**config.mk**
```make
export PLATFORM = sky130hd
export DESIGN_NAME = pcac_rank
export DESIGN_NICKNAME = d
export VERILOG_FILES = /design/src/sv/pcac_pkg.sv /design/src/sv/pcac_rank.sv
export SDC_FILE = /design/constraint.sdc
export NUM_CORES = 1
export LEC_CHECK = 0
export BUFFER_PORTS_ARGS = -buffer_cell sky130_fd_sc_hd__buf_2
export CAP_MARGIN = 20
export CORE_MARGIN = 8
export CORE_UTILIZATION = 30
export DETAILED_ROUTE_END_ITERATION = 10
export PLACE_DENSITY_LB_ADDON = 0.15
export SYNTH_ARGS = -nofsm -noshare
export SYNTH_HDL_FRONTEND = slang
export SYNTH_SLANG_ARGS = --single-unit
```
**constraint.sdc**
```tcl
create_clock -name vclk -period 18.7
set_input_delay 3.74 -clock vclk [all_inputs]
set_output_delay 3.74 -clock vclk [all_outputs]
set_load 0.05 [all_outputs]
```
**src/sv/pcac_pkg.sv**
```systemverilog
// Package for the pileup column allele caller: widths, allele and register codes,
// and the structs passed between the lanes, the ranking logic and the output stage.
// No dependencies.
`default_nettype none

package pcac_pkg;

   localparam int COUNT_W     = 16;
   localparam int CODE_W      = 3;
   localparam int THR_W       = 16;
   localparam int NUM_ALLELES = 5;
   localparam int CSR_INDEX_W = 8;
   localparam int CSR_DATA_W  = 16;

   // thr (16 bits) times count plus reference count (17 bits)
   localparam int PROD_W = THR_W + COUNT_W + 1;
   // reference count plus up to five allele counts
   localparam int SUM_W  = COUNT_W + 3;

   localparam int MAX_READS = 65535;
   localparam int DEPTH_CAP = (MAX_READS > 65535) ? 65535 : MAX_READS;

   typedef logic [COUNT_W-1:0]     count_type;
   typedef logic [CODE_W-1:0]      code_type;
   typedef logic [THR_W-1:0]       thr_type;
   typedef logic [NUM_ALLELES-1:0] mask_type;

   // allele codes
   localparam code_type CODE_A    = 3'd0;
   localparam code_type CODE_C    = 3'd1;
   localparam code_type CODE_G    = 3'd2;
   localparam code_type CODE_T    = 3'd3;
   localparam code_type CODE_DEL  = 3'd4;
   localparam code_type CODE_N    = 3'd5;
   localparam code_type CODE_NONE = 3'd7;

   // configuration register indexes
   localparam logic [CSR_INDEX_W-1:0] REG_SNP_MIN    = 8'd0;
   localparam logic [CSR_INDEX_W-1:0] REG_DEL_MIN    = 8'd1;
   localparam logic [CSR_INDEX_W-1:0] REG_INS_MIN    = 8'd2;
   localparam logic [CSR_INDEX_W-1:0] REG_REPORT_ALL = 8'd3;

   // what one lane finds for its allele
   typedef struct packed {
      logic pass;     // fraction above its threshold
      logic reach;    // count at least the reference count
      logic nonzero;
   } lane_type;

   // top-three ranking after the deletion runner-up rule
   typedef struct packed {
      code_type maj;
      code_type mnr;
      logic     mnr_ok;
   } rank_type;

   // one column handed to the output stage
   typedef struct packed {
      mask_type                        keep;
      count_type [NUM_ALLELES-1:0]     cnt;
      count_type                       refc;
      count_type                       nrd;
   } column_type;

endpackage

`default_nettype wire

```
**src/sv/pcac_rank.sv**
```systemverilog
// Top-three ranking of the five allele counts, strict compares in code order,
// with the deletion runner-up rule. Combinational. Depends on pcac_pkg.
`default_nettype none

module pcac_rank (
   input  pcac_pkg::count_type [pcac_pkg::NUM_ALLELES-1:0] cnt,
   input  pcac_pkg::code_type                               rc,
   output pcac_pkg::rank_type                               rank
);
   import pcac_pkg::*;

   code_type  maj, mnr, mnr2;
   count_type majc, mnrc, mnr2c;
   logic      swap;

   always_comb begin
      maj   = CODE_NONE;
      mnr   = CODE_NONE;
      mnr2  = CODE_NONE;
      majc  = '0;
      mnrc  = '0;
      mnr2c = '0;
      for (int i = 0; i < NUM_ALLELES; i++) begin
         if (cnt[i] > majc) begin
            mnr2  = mnr;
            mnr2c = mnrc;
            mnr   = maj;
            mnrc  = majc;
            maj   = code_type'(i);
            majc  = cnt[i];
         end else if (cnt[i] > mnrc) begin
            mnr2  = mnr;
            mnr2c = mnrc;
            mnr   = code_type'(i);
            mnrc  = cnt[i];
         end else if (cnt[i] > mnr2c) begin
            mnr2  = code_type'(i);
            mnr2c = cnt[i];
         end
      end
      // deletion runner-up yields to a third allele above half its count
      swap = (maj == rc) && (mnr == CODE_DEL) && (rc != CODE_DEL) &&
             ({mnr2c, 1'b0} > {1'b0, mnrc});
      rank.maj    = maj;
      rank.mnr    = swap ? mnr2 : mnr;
      rank.mnr_ok = swap ? (mnr2c != '0) : (mnrc != '0);
   end

endmodule

`default_nettype wire

```
# Word-level counts from Yosys, hierarchy flattened
# Cells that the tools add are included.
# op_classes
mux	49
order_cmp	13
n_reduce_logical	5
n_eq_ne	3
# ops
cell	count
$mux 16	23
$gt 16x16->1	10
$mux 3	25
$gt 16x1->1 const B	2
$reduce_bool 16->1	2
$gt 17x16->1	1
$eq 3x3->1	1
$eq 3x3->1 const B	1
$logic_and 1x1->1	3
$ne 3x3->1 const B	1
$mux 1	1
# totals
output_inout_bits	7
inputBits	83
wordCells	70
regBits	0

# Logic depth before layout (Yosys ltp)
# logic_depth
depth_word	19
ltp_mapped	60
depth_no_buf	52

# Least setup slack after synthesis
# OpenSTA, ideal clock, no wires.
# synth_path
kind	input to output
start	in cnt[15] in the netlist's numbering
end	out rank[3] in the netlist's numbering
path_stages	53
required_time_ns	14.960
arrival_time_ns	14.718
path_slack_ns	0.242
n_path_buf	9
cell_sequence	inv_1 ha_1 nand4_2 nor4_1 a21boi_0 o31a_1 buf_2 buf_2 mux2i_1 ha_1 nand4_1 nor2_1 a221o_1 o31ai_4 clkbuf_1 buf_1 nor2_1 a21oi_1 [... 17 more ...] clkbuf_1 nor3_1 clkbuf_1 a21oi_1 nand2_1 ha_1 a21oi_1 nor2b_1 o21ai_0 nand2b_1 a21oi_1 nor2b_1 o21ai_0 nand2b_1 a21oi_1 o21ai_0 o211a_1 a221oi_1
# synth_lines
item	line	text
from (decl)	pcac_rank.sv:6	input pcac_pkg::count_type [pcac_pkg::NUM_ALLELES-1:0] cnt,
to (decl)	pcac_rank.sv:8	output pcac_pkg::rank_type rank

==> impl_metrics.yaml <==
final_layout:
  n_antenna_cell: 0
  layout-drive-gt1-share: 0.2561
  nFillCells: 2394
  multi_input_area_um2: 6825
  nets: 1443
  seq_cell_count: 0
  syn_to_final_growth_pct: 31.35
  regArea_um2: 0
  clockBufferCount: 0
place:
  place_hpwl_um: 27060
  io_buffers: 90
  post-place-ws_ns: -0.06487
  routabilityCongestion: 0.9441
global_routing:
  grt_pass1_vias: 8210
  grt_overflow: 0
  antenna_found_initial: 0
  grt_pass1_wl_um: 48200
  grt_max_degree: 25
  grt.total_usage: 0.2147
routing:
  wl_um: 31890
  via_count: 8565
  first_pass_iters: 5
  routed_via_density: 5.834
  remaining_drc_errors: 0
  drt-initial-drc-count: 710
  avgRoutedWirePerCell_um: 21.73
  ant_nets: 0
setup_path:
  setup.worst_path.start_class: "input port"
  critPathKind: "in2out"
  crit_fanout: 24
  cp.required_ns: 14.96
  arrival_ns: 14.39
  slowest_stage: "or4_1"
  crit_path_max_incr_delay_ns: 0.58
  crit_path_end_kind: "output port"
  crit_top_cell: "a21oi_1"
floorplan:
  pin_count: 90
  die_h_um: 167.7
  start_util: 0.3050
  num_rows: 55
  die_area_um2: 28130
  die_w_um: 167.7
  core_region_area_um2: 22640
power_and_ir_drop:
  power.total_mw: 1.218
  power_density_nw_per_um2: 134.2
  power.leakage_nw: 4.423
  irDropWorstVdd_v: 0.00005539
timing:
  post-route-period-util: 0.9695
  setup_slack_ns: 0.5710
  worst_pin_slew_ns: 0.6258
  timing.fmax_ghz: 0.05516
  slew_viol_final: 0
  setup_viol: 0
  slew_headroom: 0.5784
  period_needed_ns: 18.13
  setup_tns_ns: 0
  hold_viol: 0
logic_synthesis:
  yosysMostFrequentCell: "ha_1"
  synth_top_area_frac: 0.3171
  ys_types: 72
  synthCells: 974
  synth_area_leader_cell: "ha_1"
  synthMuxAreaShare: 0.05997
  synth-compound-area-share: 0.3414
  yosysWarnings: 0
  synthesis.area_um2: 6905
  synth_top_family_by_area: "compound AO/OA/AOI/OAI gates"
  synth_adder_area_share: 0.3171
  yosysSeqAreaShare: 0
  synth-simple-area-share: 0.2216
  yosys.area_share.xor_xnor: 0
  yosys-top-cells-area: "ha_1 32%, a21oi_1 6.5%, mux2i_1 5.5%"
  syn_area_per_cell_um2: 7.090
  synthTopCellsByCount: "175 x ha_1, 95 x nor2_1, 89 x a21oi_1"
min_path:
  whs_path_depth: 6
  min_to: "rank[0]"
  min_from: "cnt[77]"
  min_path_type: "in2out"
flow_run:
  max_cap_viol_count: 0
outcome:
  outcome: "finished, final reports clean"
==> kinds of logic (layout without fill, tap and decap cells) <==
| group | after synthesis | count (layout) |
|---|---|---|
| AO/OA/AOI/OAI | 344 | 345 |
| adder cells (fa/ha/maj) | 175 | 175 |
| AND/OR/NAND/NOR | 311 | 311 |
| buffers and inverters | 101 | 295 |
| other | 2 | 16 |
| multiplexers | 41 | 41 |
==> where the power goes <==
| group | total, mW | switching (mW) | internal [mW] |
|---|---|---|---|
| combinational | 1.22 | 0.710 | 0.508 |
| clock | 0 | 0 | 0 |
| sequential | 0 | 0 | 0 |
| total | 1.22 | 0.710 | 0.508 |
==> worst max-delay path: cells and delay by family <==
family / cells / cell delay (ns)
AO/OA/AOI/OAI: 25 / 4.98
multiplexers: 1 / 0.23
adder cells (fa/ha/maj): 5 / 1.45
buffers and inverters: 10 / 1.65
AND/OR/NAND/NOR: 13 / 2.30
==> per-layer routing <==
metal	track usage	wire, um
met5	0	0
met4	0.03455	611
met3	0.01669	2066
met2	0.3495	13980
met1	0.3069	15240
==> final cells by class <==
cell class	count	area share
inverter	58	0.02400
multi-input combinational	888	0.7525
timing repair buffer	237	0.1842
tap	285	0.03932
==> through the flow <==
step	std cells	hold WS [ns]	util	area, um^2
after floorplan	988	8.154	-	6958
after global placement	1453	8.399	0.3822	8653
after detailed placement	1453	8.388	0.3822	8653
after CTS	1453	8.389	0.3825	8661
after global routing	1468	8.379	0.4006	9070
final	1468	8.348	0.4006	9070
==> worst max path at each step <==
| stage | start | end | slack, ns | cells after the start |
|---|---|---|---|---|
| after global routing | cnt[27] | rank[0] | -0.02 | 54 |
| final | cnt[27] | rank[0] | 0.57 | 54 |
| after CTS | cnt[15] | rank[2] | 0.01 | 53 |
| after detailed placement | cnt[15] | rank[2] | -0.06 | 52 |
| after floorplan | cnt[15] | rank[3] | 0.24 | 53 |
| after global placement | cnt[27] | rank[1] | 0.09 | 51 |
==> placed cells by master, fill, tap and decap left out, drive strengths merged, types with 13 or more instances in the layout <==
master  count
buf       236
ha        175
nor2       96
a21oi      91
nand2      71
o21ai      68
inv        58
mux2i      38
nand4      34
a21o       26
nand3      22
o21a       18
a221oi     18
or3        17
conb       16
nor4       15
nor2b      13
a22oi      13
==> repair_timing <==
action | 4_1_cts | 5_1_grt
setup endpoints to repair | 4 | 4
setup buffers | 0 | 12
gates cloned | 0 | 3
gates resized for setup | 2 | 71
hold buffers | 0 | 0
endpoints found under the hold margin | 0 | 0
pin swaps | 0 | 17
(Power assumes the default switching activity.)
