<file path="src/sv/pcac_pkg.sv">
// Package for the pileup column allele caller: widths, allele and register codes,
// and the structs passed between the lanes, the ranking logic and the output stage.
// No dependencies.
`default_nettype none

package pcac_pkg;

   localparam int COUNT_W     = 16;
   localparam int CODE_W      = 3;
   localparam int THR_W       = 16;
   localparam int NUM_ALLELES = 5;
   localparam int CSR_INDEX_W = 8;
   localparam int CSR_DATA_W  = 16;

   // thr (16 bits) times count plus reference count (17 bits)
   localparam int PROD_W = THR_W + COUNT_W + 1;
   // reference count plus up to five allele counts
   localparam int SUM_W  = COUNT_W + 3;

   localparam int MAX_READS = 65535;
   localparam int DEPTH_CAP = (MAX_READS > 65535) ? 65535 : MAX_READS;

   typedef logic [COUNT_W-1:0]     count_type;
   typedef logic [CODE_W-1:0]      code_type;
   typedef logic [THR_W-1:0]       thr_type;
   typedef logic [NUM_ALLELES-1:0] mask_type;

   // allele codes
   localparam code_type CODE_A    = 3'd0;
   localparam code_type CODE_C    = 3'd1;
   localparam code_type CODE_G    = 3'd2;
   localparam code_type CODE_T    = 3'd3;
   localparam code_type CODE_DEL  = 3'd4;
   localparam code_type CODE_N    = 3'd5;
   localparam code_type CODE_NONE = 3'd7;

   // configuration register indexes
   localparam logic [CSR_INDEX_W-1:0] REG_SNP_MIN    = 8'd0;
   localparam logic [CSR_INDEX_W-1:0] REG_DEL_MIN    = 8'd1;
   localparam logic [CSR_INDEX_W-1:0] REG_INS_MIN    = 8'd2;
   localparam logic [CSR_INDEX_W-1:0] REG_REPORT_ALL = 8'd3;

   // what one lane finds for its allele
   typedef struct packed {
      logic pass;     // fraction above its threshold
      logic reach;    // count at least the reference count
      logic nonzero;
   } lane_type;

   // top-three ranking after the deletion runner-up rule
   typedef struct packed {
      code_type maj;
      code_type mnr;
      logic     mnr_ok;
   } rank_type;

   // one column handed to the output stage
   typedef struct packed {
      mask_type                        keep;
      count_type [NUM_ALLELES-1:0]     cnt;
      count_type                       refc;
      count_type                       nrd;
   } column_type;

endpackage

`default_nettype wire

</file>
<file path="src/sv/pcac_lane.sv">
// One allele lane: registers its count and the threshold cross-product, then
// compares. Depends on pcac_pkg.
`default_nettype none

module pcac_lane (
   input  logic                clock,
   input  logic                load,
   input  pcac_pkg::count_type count_in,
   input  pcac_pkg::count_type refc_in,
   input  pcac_pkg::thr_type   thr_in,
   input  pcac_pkg::count_type refc_held,
   output pcac_pkg::count_type count,
   output pcac_pkg::lane_type  result
);
   import pcac_pkg::*;

   logic [COUNT_W:0]  den;
   logic [PROD_W-1:0] prod_in;
   logic [PROD_W-1:0] prod_ff;
   count_type         count_ff;

   assign den     = {1'b0, count_in} + {1'b0, refc_in};
   assign prod_in = {{(PROD_W-THR_W){1'b0}}, thr_in} * {{(PROD_W-COUNT_W-1){1'b0}}, den};

   always_ff @(posedge clock) begin
      if (load) begin
         count_ff <= count_in;
         prod_ff  <= prod_in;
      end
   end

   // count * 2^16 > thr * (count + ref)
   assign result.pass    = {1'b0, count_ff, {THR_W{1'b0}}} > prod_ff;
   assign result.reach   = count_ff >= refc_held;
   assign result.nonzero = count_ff != '0;
   assign count          = count_ff;

endmodule

`default_nettype wire

</file>
<file path="config.mk">
export PLATFORM = sky130hd
export DESIGN_NAME = pcac_lane
export DESIGN_NICKNAME = d
export VERILOG_FILES = /design/src/sv/pcac_pkg.sv /design/src/sv/pcac_lane.sv
export SDC_FILE = /design/constraint.sdc
export NUM_CORES = 1
export LEC_CHECK = 0
export ABC_CLOCK_PERIOD_IN_PS = 21600
export BUFFER_PORTS_ARGS = -buffer_cell sky130_fd_sc_hd__buf_2
export CAP_MARGIN = 20
export CORE_MARGIN = 2
export CORE_UTILIZATION = 45
export DETAILED_ROUTE_END_ITERATION = 10
export PLACE_DENSITY = 0.59
export SLEW_MARGIN = 10
export SYNTH_ARGS = -nofsm -noshare
export SYNTH_HDL_FRONTEND = slang
export SYNTH_SLANG_ARGS = --single-unit
export TNS_END_PERCENT = 10
</file>
<file path="constraint.sdc">
create_clock -name clock -period 21.6 [get_ports clock]
set_clock_uncertainty 0.15 [all_clocks]
set_input_delay 3.24 -clock clock [delete_from_list [all_inputs] [get_ports clock]]
set_output_delay 3.24 -clock clock [all_outputs]
set_load 0.05 [all_outputs]
</file>
**Word level (Yosys, flattened, before mapping)**

Cells that the tools add are included.

- $add $sub $neg: 1
- Reduce and logical (&&, ||, !) cells: 1
- Magnitude comparators: 2
- Multipliers: 1

Operators with widths:

| operator | count |
|---|---|
| 32-bit by 33-bit greater-than comparator with 1-bit output | 1 |
| 16-bit by 17-bit multiplier with 33-bit output | 1 |
| 16-bit by 16-bit adder with 17-bit output | 1 |
| 16-bit greater-or-equal comparator | 1 |
| 16-bit nonzero test | 1 |

- Flip-flop bits (word level): 49
- Bits of input ports: 66

**Longest topological paths before layout**

Gate-level depths: netlist of the first run.

- Depth after elaboration: 2
- Gate-level depth with buffers: 32
- Mapped depth without buffers: 31

**Worst setup path before layout of the first run**

Ideal clock, no wire load.

- Path type: in2reg
- From: input count_in[6]
- To: register prod_ff[29], data pin
- Required time: 21.191 ns
- Buffers on the path: 1
- Data arrival time: 10.374 ns
- Stages: 27
- Setup slack: 10.817 ns
- Path through: ha_1 > a21o_1 > a21o_1 > a211o_1 > a31oi_4 > a211oi_2 > or4b_4 > o211ai_4 > buf_12 > nand2_2 > fa_1 > fa_1 > inv_1 > fa_1 > fa_1 > fa_1 > inv_1 > fa_1 > inv_1 > ha_1 > a21o_1 > a21o_1 > a2111oi_0 > o31ai_1 > or3_1 > a21oi_1 > xnor2_1

- Longest elaborated chain between the ends: 2

Ends and longest elaborated chain:

| what | RTL line | RTL |
|---|---|---|
| start, declared | pcac_lane.sv:8 | `input pcac_pkg::count_type count_in,` |
| 16-bit by 16-bit adder with 17-bit output | pcac_lane.sv:22 | `assign den = {1'b0, count_in} + {1'b0, refc_in};` |
| 16-bit by 17-bit multiplier with 33-bit output | pcac_lane.sv:23 | `assign prod_in = {{(PROD_W-THR_W){1'b0}}, thr_in} * {{(PROD_W-COUNT_W-1){1'b0}}, den};` |
| via prod_in[29] | pcac_lane.sv:18 | `logic [PROD_W-1:0] prod_in;` |
| end signal, assigned | pcac_lane.sv:28 | `prod_ff <= prod_in;` |
| end, declared | pcac_lane.sv:19 | `logic [PROD_W-1:0] prod_ff;` |

The timed path passes the listed nets, and every way through them passes these cells.
A chain may end at the register's enable or synchronous reset.

**Worst setup path after layout of the first run**

- From: input count_in[1]
- To: register prod_ff[27], data pin

The elaborated chain is that of the path after synthesis.

==> results of run 1 <==
[per-stage QoR]
| step | hold slack (ps) | util | setup slack, ps | cell area (um2) |
|---|---|---|---|---|
| after global routing | 2980 | 0.491 | 9810 | 13200 |
| after CTS | 2980 | 0.491 | 10350 | 13200 |
| after floorplan | 3190 | - | 10820 | 12200 |
| after detailed placement | 3290 | 0.485 | 10050 | 13000 |
| final | 2990 | 0.491 | 10360 | 13200 |
| after global placement | 3290 | 0.485 | 10140 | 13000 |
[state kept, by name, indices dropped and copies added (netlist names)]
| signal | cells |
|---|---|
| prod_ff | 33 |
| count | 16 |
[cells in the mapped netlist, types with 4 or more instances]
library cell and count:
nand2_2 10, nor2_1 27, xnor2_1 24, ha_1 153
edfxtp_1 49, o211ai_1 4, a21boi_0 4, nor3_1 4
o21a_1 7, a211oi_1 4, a21oi_1 42, inv_1 286
a211o_1 4, nand2_1 153, fa_1 209, and2_2 4
a31oi_1 6, nand3_1 7, nor4_1 8, nor2b_1 17
nand4_1 13, and3_1 12, o21bai_1 9, xor2_1 14
nand2b_1 12, clkbuf_1 40, and2_1 101, o21ai_0 22
a21o_1 36
[final cells by class]
| cell class | instances | area, um2 | share of cell area |
|---|---|---|---|
| timing repair buffer | 96 | 510 | 0.0388 |
| clock buffer | 5 | 125 | 0.00950 |
| clock inverter | 3 | 46.3 | 0.00352 |
| antenna | 1 | 2.50 | 0.000190 |
| tap | 341 | 427 | 0.0324 |
| multi-input combinational | 942 | 9510 | 0.722 |
| inverter | 286 | 1070 | 0.0816 |
| sequential | 49 | 1470 | 0.112 |
[metal layers]
metal  global-route usage  part of all wire  vias up
met2                0.354              0.47      199
li1                     -                 -     4267
met5                    0                 0        -
met4               0.0307            0.0090        0
met3               0.0224             0.044       16
met1                0.295              0.48     4432
[cells by family after synthesis]
family / share of synthesized area
DFF: 0.120
xor gates and xnor gates: 0.0272
muxes: 0.00246
and+or+nand+nor: 0.159
buffers and inverters: 0.103
AOI/OAI and AO/OA: 0.0890
adders and majority gates: 0.499
[worst paths after layout]
kind / from / to / cells past startpoint
worst max-delay path: count_in[1] / prod_ff[27] / 26
worst min-delay path: count_in[8] / count[8] / 1
==> results.ini, run 1 <==
[clock_tree]
clkTransAtPathRegs_ps = 60
hold_buffers = 0
cts_tree = built
cts.sinks = 49
htree_levels = 2
cts_root_buf = clkbuf_16
clock_path_buffers = 2
post_cts_buffers = 0
cts_made_buffers = 5
cts_resized = 0

[die]
dieArea_mm2 = 0.0285
start_util = 0.456
die_y_um = 169
die_x_um = 169
core-area_mm2 = 0.0268
rows = 60
ios = 85

[critical_path]
cp_top_family = adder cells
critPathRequiredTime_ps = 21480
critPathArrivalTime_ps = 11120
cp-start-kind = primary input
worstSetupPathType = primary input to flip-flop
crit_fanout = 9
crit_buf_inv = 4
slowest_delay_ps = 610
critPathCaptureType = flip-flop
crit_slowest_cell = o31ai_1
crit_path_frequent_cell = fa_1

[yosys]
netlist-cell-type-count = 57
syn-num-nets = 1748
ys.flop_type = edfxtp_1
syn_area_per_cell_um2 = 9.25
ys_seq_area_frac = 0.120
synth_area_leaders = fa_1, ha_1, edfxtp_1, inv_1, and2_1
synth_top_area_share = 0.343
yosysTopAreaCell = fa_1
post_synth_inst_count = 1320
netlist_area_mm2 = 0.0122
yosys_warnings = 0
ys_ff_latch = 49
synth_edf_count = 49
synthArstFlopShare = 0

[worst_hold_path]
min_path_type = primary input to flip-flop

[final_layout]
fillers = 2551
area_growth_pct = 7.78
layout_common_cells = inv_1, fa_1, nand2_1, ha_1, and2_1
layout_commonest_cell = inv_1
fin_nets = 1808
instances_no_fill = 1723
drive_above_1_share = 0.0927

[drt]
dr.pass1.iters = 5
vias = 8914
vias_per_cell = 5.17
wl_per_cell_um = 16.7
drc = 0
drt-initial-drc-count = 551
drt-total-wl_um = 28700
drtAntennaViolNets = 0

[sta]
worst_pin_slew_ps = 1110
rsz0062_at_grt = false
tns_ps = 0
relSlewSlack = 0.258
fmax_mhz = 88.9
finalSetupViolations = 0
finalCriticalPeriod_ps = 11240
post-route-period-util = 0.521
hold_viol = 0
maxSlewViolCount = 0

[grt]
grt_pass1_vias = 9217
grt-ovfl-total = 0
grt_max_degree = 50
antenna_found_initial = 0
grt_usage = 0.209
grt_pass1_wl_um = 47500

[placement]
routabilityCongestion = 0.844
numPortBuffers = 84
dp.final_hpwl_um = 23500
dp.cells = 1714

[outcome]
status = finished clean

[job]
drv_cap = 0

Power of run 1 is not shown: default switching activity piles up to over one toggle a cycle in this logic, so the estimate is an artifact.
==> run 2, diff against run 1 <==
- ABC_CLOCK_PERIOD_IN_PS: 21600 -> 9600
- PLACE_DENSITY: 0.59 -> 0.62
- clock period: 21.6 -> 9.6 ns (I/O delays scaled with it)
==> results.ini, run 2 (synthesis gave the netlist of run 1 again) <==
[outcome]
status = finished clean

[final_layout]
layout_common_cells = inv_1, fa_1, nand2_1, ha_1, and2_1
largest_reg_flops = 33  ; unchanged
drive_above_1_share = 0.0984  ; +0.00573
diodes = 0  ; -1
area_growth_pct = 8.33
top_register = prod_ff
layout_commonest_cell = inv_1
fin_nets = 1819  ; +0.61%

[sta]
post-route-period-util = 0.938
finalCriticalPeriod_ps = 9010
rsz0062_at_grt = false
tns_ps = 0  ; unchanged
worst_pin_slew_ps = 958  ; -153 ps
relSlewSlack = 0.358  ; +0.0997
maxSlewViolCount = 0  ; unchanged
fmax_mhz = 111
hold_viol = 0  ; unchanged
finalSetupViolations = 0  ; unchanged

[grt]
grt_max_degree = 50  ; unchanged
grt_pass1_wl_um = 47900  ; +0.96%
grt-ovfl-total = 0  ; unchanged
grt_pass1_vias = 9340  ; +1.3%
grt_usage = 0.210  ; +0.00162
antenna_found_initial = 0  ; unchanged

[critical_path]
critPathRequiredTime_ps = 9490  ; -11990 ps
critPathArrivalTime_ps = 8900  ; -2220 ps
crit_buf_inv = 5  ; +1
cp_top_family = adder cells
crit_slowest_cell = a2111oi_1
worstSetupPathType = primary input to flip-flop
slowest_delay_ps = 550  ; -60 ps
crit_fanout = 9  ; unchanged
critPathCaptureType = flip-flop
cp-start-kind = primary input
crit_path_frequent_cell = fa_1

[drt]
dr.pass1.iters = 5  ; unchanged
vias_per_cell = 5.21  ; +0.73%
drtAntennaViolNets = 0  ; unchanged
drc = 0  ; unchanged
drt-total-wl_um = 29000  ; +0.93%
vias = 9031  ; +1.3%
drt-initial-drc-count = 414  ; -25%
wl_per_cell_um = 16.7  ; +0.35%

[placement]
dp.final_hpwl_um = 23900  ; +1.6%
numPortBuffers = 84  ; unchanged
routabilityCongestion = 0.829  ; -1.8%

[clock_tree]
cts_root_buf = clkbuf_16
clkTransAtPathRegs_ps = 70  ; about the same
cts_tree = built
cts_made_buffers = 5  ; unchanged
clock_path_buffers = 2  ; unchanged
cts.sinks = 49  ; unchanged
htree_levels = 2  ; unchanged

[die]
die_x_um = 169  ; unchanged
dieArea_mm2 = 0.0285  ; unchanged
rows = 60  ; unchanged
die_y_um = 169  ; unchanged
ios = 85  ; unchanged
core-area_mm2 = 0.0268  ; unchanged
start_util = 0.456  ; unchanged

[worst_hold_path]
min_path_type = primary input to flip-flop

[job]
drv_cap = 0  ; unchanged

run 2: per-stage QoR:
stage	std cells	setup WS, ps	utilization	area, um2	hold WS (ps)
finish	1733	591	0.494	13200	1190
global route	1733	116	0.494	13200	1190
detailed placement	1725	212	0.487	13100	1490
global placement	1725	360	0.487	13100	1490
CTS	1733	485	0.494	13200	1190
floorplan	1320	617	-	12200	1390
run 2: area by class of cell:
class,count,area [um2]
well taps,341,427
multi-input cells,942,9500
clock buffers,5,125
clock inverters,3,43.8
flip-flops and latches,49,1470
fillers,2531,13600
repair buffers,107,593
inverters,286,1070
run 2: per-layer routing:
layer  track usage  share of wire  vias to the layer above
met5             0              0                        -
met4        0.0341          0.012                        0
met3        0.0210          0.046                       25
met2         0.352           0.47                      200
met1         0.302           0.47                     4513
li1              -              -                     4293
run 2: path summary, 6_finish.rpt:
check / from / end / slack (ps) / depth (start not counted)
worst max-delay path: count_in[1] / prod_ff[29] / 590 / 28
worst min-delay path: count_in[0] / count[0] / 1190 / 1
run 2: repair_timing:
action / in CTS / in global routing
setup endpoints to repair: 0 / 1
gates resized for setup: 0 / 1
hold buffers: 0 / 0
buffers inserted: 0 / 0
Power of run 2 is left out for the same reason.
