## config.mk

```make
export PLATFORM = sky130hd
export DESIGN_NAME = pcac_emit
export DESIGN_NICKNAME = d
export VERILOG_FILES = /design/src/sv/pcac_pkg.sv /design/src/sv/pcac_emit.sv
export SDC_FILE = /design/constraint.sdc
export NUM_CORES = 1
export LEC_CHECK = 0
export BUFFER_PORTS_ARGS = -buffer_cell sky130_fd_sc_hd__buf_2
export CAP_MARGIN = 20
export CELL_PAD_IN_SITES_DETAIL_PLACEMENT = 0
export CELL_PAD_IN_SITES_GLOBAL_PLACEMENT = 1
export CORE_MARGIN = 4
export CORE_UTILIZATION = 45
export DETAILED_ROUTE_END_ITERATION = 16
export PLACE_DENSITY = 0.91
export SETUP_SLACK_MARGIN = 0.2
export SLEW_MARGIN = 20
export SYNTH_ARGS = -nofsm -noshare
export SYNTH_HDL_FRONTEND = slang
export SYNTH_SLANG_ARGS = --single-unit
```

## constraint.sdc

```tcl
create_clock -name clock -period 24.2 [get_ports clock]
set_input_delay 4.84 -clock clock [delete_from_list [all_inputs] [get_ports clock]]
set_output_delay 4.84 -clock clock [all_outputs]
set_load 0.005 [all_outputs]
```

## src/sv/pcac_pkg.sv

```systemverilog
// Package for the pileup column allele caller: widths, allele and register codes,
// and the structs passed between the lanes, the ranking logic and the output stage.
// No dependencies.
`default_nettype none

package pcac_pkg;

   localparam int COUNT_W     = 16;
   localparam int CODE_W      = 3;
   localparam int THR_W       = 16;
   localparam int NUM_ALLELES = 5;
   localparam int CSR_INDEX_W = 8;
   localparam int CSR_DATA_W  = 16;

   // thr (16 bits) times count plus reference count (17 bits)
   localparam int PROD_W = THR_W + COUNT_W + 1;
   // reference count plus up to five allele counts
   localparam int SUM_W  = COUNT_W + 3;

   localparam int MAX_READS = 65535;
   localparam int DEPTH_CAP = (MAX_READS > 65535) ? 65535 : MAX_READS;

   typedef logic [COUNT_W-1:0]     count_type;
   typedef logic [CODE_W-1:0]      code_type;
   typedef logic [THR_W-1:0]       thr_type;
   typedef logic [NUM_ALLELES-1:0] mask_type;

   // allele codes
   localparam code_type CODE_A    = 3'd0;
   localparam code_type CODE_C    = 3'd1;
   localparam code_type CODE_G    = 3'd2;
   localparam code_type CODE_T    = 3'd3;
   localparam code_type CODE_DEL  = 3'd4;
   localparam code_type CODE_N    = 3'd5;
   localparam code_type CODE_NONE = 3'd7;

   // configuration register indexes
   localparam logic [CSR_INDEX_W-1:0] REG_SNP_MIN    = 8'd0;
   localparam logic [CSR_INDEX_W-1:0] REG_DEL_MIN    = 8'd1;
   localparam logic [CSR_INDEX_W-1:0] REG_INS_MIN    = 8'd2;
   localparam logic [CSR_INDEX_W-1:0] REG_REPORT_ALL = 8'd3;

   // what one lane finds for its allele
   typedef struct packed {
      logic pass;     // fraction above its threshold
      logic reach;    // count at least the reference count
      logic nonzero;
   } lane_type;

   // top-three ranking after the deletion runner-up rule
   typedef struct packed {
      code_type maj;
      code_type mnr;
      logic     mnr_ok;
   } rank_type;

   // one column handed to the output stage
   typedef struct packed {
      mask_type                        keep;
      count_type [NUM_ALLELES-1:0]     cnt;
      count_type                       refc;
      count_type                       nrd;
   } column_type;

endpackage

`default_nettype wire

```

## src/sv/pcac_emit.sv

```systemverilog
// Output stage: holds one column and sends its kept alleles one word at a time,
// lowest code first. Depends on pcac_pkg.
`default_nettype none

module pcac_emit (
   input  logic                   clock,
   input  logic                   reset,
   input  logic                   col_valid,
   input  pcac_pkg::column_type   col,
   output logic                   col_ready,
   output logic                   rsp_valid,
   input  logic                   rsp_ready,
   output pcac_pkg::code_type     rsp_alt_code,
   output pcac_pkg::count_type    rsp_alt_count,
   output pcac_pkg::count_type    rsp_ref_count,
   output pcac_pkg::count_type    rsp_allele_depth,
   output pcac_pkg::count_type    rsp_row_depth,
   output logic                   rsp_last_allele
);
   import pcac_pkg::*;

   mask_type                    mask_ff, mask_in, low;
   count_type [NUM_ALLELES-1:0] cnt_ff;
   count_type                   refc_ff, depth_ff, nrd_ff, depth_in, cur_count;
   code_type                    cur_code;
   logic [SUM_W-1:0]            sum;
   logic                        take, last, load;

   // saturating allele depth of the incoming column
   always_comb begin
      sum = SUM_W'(col.refc);
      for (int i = 0; i < NUM_ALLELES; i++) begin
         if (col.keep[i]) begin
            sum = sum + SUM_W'(col.cnt[i]);
         end
      end
      depth_in = (sum > SUM_W'(DEPTH_CAP)) ? COUNT_W'(DEPTH_CAP) : sum[COUNT_W-1:0];
   end

   // lowest pending allele
   always_comb begin
      cur_code  = CODE_A;
      cur_count = '0;
      for (int i = NUM_ALLELES - 1; i >= 0; i--) begin
         if (mask_ff[i]) begin
            cur_code  = code_type'(i);
            cur_count = cnt_ff[i];
         end
      end
   end

   assign low       = mask_ff & (~mask_ff + mask_type'(1));
   assign last      = (mask_ff & ~low) == '0;
   assign rsp_valid = mask_ff != '0;
   assign take      = rsp_valid && rsp_ready;
   assign col_ready = !rsp_valid || (take && last);
   assign load      = col_valid && col_ready;

   always_comb begin
      if (load) begin
         mask_in = col.keep;
      end else if (take) begin
         mask_in = mask_ff & ~low;
      end else begin
         mask_in = mask_ff;
      end
   end

   always_ff @(posedge clock) begin
      if (reset) begin
         mask_ff <= '0;
      end else begin
         mask_ff <= mask_in;
      end
   end

   always_ff @(posedge clock) begin
      if (load) begin
         cnt_ff   <= col.cnt;
         refc_ff  <= col.refc;
         nrd_ff   <= col.nrd;
         depth_ff <= depth_in;
      end
   end

   assign rsp_alt_code     = cur_code;
   assign rsp_alt_count    = cur_count;
   assign rsp_ref_count    = refc_ff;
   assign rsp_allele_depth = depth_ff;
   assign rsp_row_depth    = nrd_ff;
   assign rsp_last_allele  = last;

endmodule

`default_nettype wire

```

== Word-level counts from Yosys, hierarchy flattened ==
Index checks and enable logic that the tools add are counted.
Operators by class
  $add $sub $neg: 6
  reduce and logical (&&, ||, !) cells: 8
  magnitude comparators: 1
  bitwise gates (word level): 4
  muxes and demuxes: 17
Operators by type and width (count)
  $mux W16: 5
  $add A19 B16 Y19: 4
  $mux W19: 4
  $gt A19 B16 Y1 const B: 1
  $add A16 B16 Y17: 1
  $mux W17: 1
  $mux W3: 5
  $and A5 B5 Y5: 2
  $mux W5: 2
  $not A5 Y5: 2
  $add A5 B1 Y5 const B: 1
  $logic_not A5 Y1: 1
  $reduce_bool A5 Y1: 1
  $logic_and A1 B1 Y1: 3
  $reduce_bool A2 Y1: 1
  $logic_not A1 Y1: 1
  $logic_or A1 B1 Y1: 1
Word-level totals
  register bits after elaboration: 133
  word-level logic and storage cells: 45
  input port bits: 121
  output and inout port bits: 70

== Logic depth before layout (Yosys ltp) ==
  depth in word-level cells: 11
  depth in mapped cells: 43
  depth with buffers taken out: 42

== Least setup slack after synthesis ==
OpenSTA, ideal clock, no wires.
  kind: input to register
  start: input port col[16] (netlist bit)
  end: register depth_ff[15], in the netlist rsp_allele_depth[15] (data pin)
  data required time: 23.937 ns
  data arrival time: 12.139 ns
  buffers on the path: 1
  setup time: 0.263 ns
  stages: 39
  path slack: 11.798 ns
  cell sequence: ha_1 > fa_1 > a211oi_1 > o21bai_1 > a21oi_1 > xnor2_1 > mux2_2 > ha_1 > a21o_1 > a211oi_1 > a21o_1 > nor2b_1 > xnor2_1 > mux2_2 > ha_1 > or2_2 > a21oi_1 > nor2_1 > [... 3 more ...] > mux2i_1 > inv_1 > ha_1 > a21oi_1 > o21ai_0 > a21o_1 > xor2_1 > mux2_2 > ha_1 > a21oi_1 > o21ai_0 > a41oi_1 > nor2b_1 > o21ai_0 > and4bb_2 > nor3_4 > buf_6 > nand3_2
On the way
  word-level cells in the longest chain between the ends: 11
Ends and longest elaborated chain
  start, declared: line pcac_emit.sv:9  | input pcac_pkg::column_type col,
  $add A16 B16 Y17: line pcac_emit.sv:34  | sum = sum + SUM_W'(col.cnt[i]);
  $mux W17 (*): line pcac_emit.sv:33  | if (col.keep[i]) begin
  $add A19 B16 Y19: line pcac_emit.sv:34
  $mux W19 (*): line pcac_emit.sv:33
  $add A19 B16 Y19: line pcac_emit.sv:34
  $mux W19 (*): line pcac_emit.sv:33
  $add A19 B16 Y19: line pcac_emit.sv:34
  $mux W19 (*): line pcac_emit.sv:33
  $add A19 B16 Y19: line pcac_emit.sv:34
  $mux W19 (*): line pcac_emit.sv:33
  $gt A19 B16 Y1: line pcac_emit.sv:37  | depth_in = (sum > SUM_W'(DEPTH_CAP)) ? COUNT_W'(DEPTH_CAP) : sum[COUNT_W-1:0];
  end signal, assigned: line pcac_emit.sv:82  | depth_ff <= depth_in;
  end, declared: line pcac_emit.sv:24  | count_type refc_ff, depth_ff, nrd_ff, depth_in, cur_count;
Mark *: on every way between the ends. The rest lies on a longest branch, timed or not.
A chain may end at the register's enable or synchronous reset.

== Final worst setup path ==
  start: input port col[16] (netlist bit)
  end: register depth_ff[8], in the netlist rsp_allele_depth[8] (data pin)
Same word-level chain as after synthesis.

==> flow_summary.json <==
{
  "critical-path-max-stage-delay_ps": 650,
  "setup_tns_ps": 0,
  "finalCoreUtilization_pct": 54.3,
  "wl_per_cell_um": 17.8,
  "hold_class": "reg -> reg",
  "vias": 8170,
  "holdPathStages": 2,
  "grt_setup_unrepaired": "no",
  "min_from": "mask_ff[4]$_SDFFE_PP0P_",
  "worst-r2r-setup-slack_ps": 20650,
  "clkTransAtPathRegs_ps": 70,
  "gr-total-overflow": 0,
  "ys_seq_area_share_pct": 40.7,
  "arrival_ps": 13500,
  "antenna_left": 0,
  "cts_resized": 0,
  "layout_commonest_cell": "buf_2",
  "layout_common_cells": "190 x buf_2, 128 x edfxtp_1, 96 x a21oi_1, 94 x nand2_1, 90 x o21ai_0",
  "crit_required_ps": 24320,
  "cts-htree-levels": 4,
  "worstSkewPairLatency_ps": 430,
  "drt_first_iter_violations": 579,
  "fin_crit_ps": 13380,
  "grt_usage_pct": 21.3,
  "dieWidth_um": 155,
  "rows": 53,
  "die_area_mm2": 0.0239,
  "endpoint_kind": "flip-flop",
  "synthArstFlopShare_pct": 0,
  "synth_cell_types": 79,
  "powerDensity_mw_per_mm2": 96.4,
  "fin_skew_ps": 10.5,
  "die_y_um": 155,
  "area_growth_pct": 18.2,
  "ctsHoldBuffers": 0,
  "syn_area_mm2": 0.00969,
  "layout.nets": 1370,
  "hold_violations": 0,
  "yosys_warnings": 0,
  "r2r_end": "cnt_ff[73]$_DFFE_PP_",
  "syn_inst": 981,
  "finalSetupViolCount": 0,
  "grt_pass1_vias": 8066,
  "drv_slew": 0,
  "dr.pass1.iters": 5,
  "criticalPathCategory": "in -> reg",
  "crit_path_top_delay_cell": "nor3_4",
  "drc": 0,
  "syn_area_per_cell_um2": 9.88,
  "cpMostUsedCell": "a21oi_1",
  "numPlacedInstances": 1417,
  "routed_wl_um": 25800,
  "p_leak_nw": 4.82,
  "post_cts_buffers": 0,
  "max-slew-margin-rel_pct": 36.5,
  "vias_per_cell": 5.63,
  "rr_worst_depth": 9,
  "grt_pass1_wl_um": 40900,
  "clockBufferDepth": 2,
  "io_buffer_count": 190,
  "synth_fp_nets": 1190,
  "worst_pin_slew_ps": 952,
  "status": "finished, final reports clean",
  "start_util_pct": 46.0,
  "core_area_mm2": 0.0211,
  "instances_no_fill": 1450,
  "cts_buffers": 17,
  "gp_congestion": 0.899,
  "cts-root-buf": "clkbuf_16",
  "ys.flop_type": "edfxtp_1",
  "rr_startpoint": "mask_ff[3]$_SDFFE_PP0P_",
  "startpoint_type": "primary input",
  "clock.fmax_ghz": 0.0747,
  "cts_tree": "done",
  "num_io_pins": 191,
  "dp_hpwl_um": 20000,
  "cap_violations": 0,
  "synth-seq-cells": 133,
  "antenna_found_initial": 4,
  "ir_worst_vdd_v": 0.0000540,
  "min_to": "mask_ff[4]$_SDFFE_PP0P_",
  "timing.final.crit_share_pct": 55.3,
  "cts.sinks": 133,
  "grt_max_degree": 72,
  "cp_max_fo": 16,
  "drive_gt1_share_pct": 23.9,
  "synth_edf_count": 128
}
[power breakdown]
group          total (mW)  switching [mW]  internal, mW
Combinational       0.549           0.311         0.237
Clock               0.250           0.115         0.135
Sequential          0.306         0.00891         0.297
[how the worst max path moves through the flow]
stage | start | to | slack, ps | cells after the start
global placement | col[16] | rsp_allele_depth[8]$_SDFFCE_PN1P_ | 10770 | 39
global route | col[16] | rsp_allele_depth[8]$_SDFFCE_PN1P_ | 10050 | 41
finish | col[16] | rsp_allele_depth[8]$_SDFFCE_PN1P_ | 10820 | 41
detailed placement | col[16] | rsp_allele_depth[8]$_SDFFCE_PN1P_ | 10460 | 40
CTS | col[16] | rsp_allele_depth[8]$_SDFFCE_PN1P_ | 10810 | 41
floorplan | col[16] | rsp_allele_depth[15]$_SDFFCE_PN1P_ | 11800 | 39
[cells by family (layout without fill, tap and decap cells)]
logic type                 count (synthesis)  in the layout  synth area share (%)
AOI/OAI and AO/OA                        326            326                  21.6
xor gates and xnor gates                  60             60                  5.69
adders and majority gates                 88             88                  11.7
buffers and inverters                     79            272                  3.16
DFF                                      133            133                  40.7
muxes                                     42             42                  4.71
other                                      0              1                     0
and+or+nand+nor                          253            253                  12.4
[per-layer routing]
layer	vias to the layer above	routed length (µm)	global-route usage, %
li1	4050	-	-
met1	3792	10800	27.0
met2	286	12800	37.1
met3	36	1640	4.00
met4	6	490	6.14
met5	-	42	0
[cell usage after synthesis (all sizes together), types with 4 or more instances]
| cell | n | area share, % |
|---|---|---|
| o21ai | 96 | 5.0 |
| o2111ai | 4 | 0.36 |
| nor4 | 4 | 0.41 |
| ha | 83 | 11 |
| nand3 | 19 | 1.1 |
| o211ai | 12 | 0.98 |
| nand2 | 94 | 3.6 |
| a21o | 28 | 2.2 |
| mux2 | 29 | 3.4 |
| clkbuf | 29 | 1.1 |
| o211a | 4 | 0.41 |
| nand4 | 5 | 0.32 |
| nor3 | 11 | 0.68 |
| mux2i | 13 | 1.3 |
| buf | 6 | 0.32 |
| xor2 | 20 | 1.8 |
| nand3b | 4 | 0.31 |
| o31ai | 5 | 0.44 |
| nor2 | 73 | 2.9 |
| o21a | 10 | 0.77 |
| o21bai | 7 | 0.54 |
| nand2b | 10 | 0.65 |
| edfxtp | 128 | 40 |
| xnor2 | 40 | 3.9 |
| nor2b | 13 | 0.84 |
| a221o | 17 | 1.8 |
| a21oi | 97 | 5.0 |
| dfxtp | 5 | 1.0 |
| and3 | 5 | 0.32 |
| a211oi | 10 | 0.88 |
| fa | 5 | 1.0 |
| inv | 43 | 1.7 |
| a31oi | 7 | 0.52 |
[through the flow]
step	area [µm²]	setup slack, ps	power (mW)	hold slack (ps)
3_5_place_dp	10900	10460	0.857	577
2_1_floorplan	9690	11800	0.731	509
3_3_place_gp	10900	10770	0.845	558
5_1_grt	11500	10050	1.19	634
4_1_cts	11500	10810	1.11	591
6_report	11500	10820	1.10	596
[worst max-delay path: cells and delay by family]
family                     cells  cell delay [ps]
AOI/OAI and AO/OA             20             3940
adders and majority gates      6             1970
and+or+nand+nor                6             1280
muxes                          3              850
xor gates and xnor gates       4              410
buffers and inverters          2              190
[final cells by class]
type                    count  area, µm²
inverters                  44        165
well taps                 275        344
clock inverters            15        133
repair buffers            196        996
clock buffers              17        425
multi-input cells         769       5450
fillers                  1946       9630
diodes                      1       2.50
flip-flops and latches    133       3940
[sequential cells by signal, summed over array words and instances, names as in the netlist]
register / flops
rsp_allele_depth: 16
rsp_ref_count: 16
cnt_ff: 80
mask_ff: 5
rsp_row_depth: 16
Power figures use the tool's default switching activity.
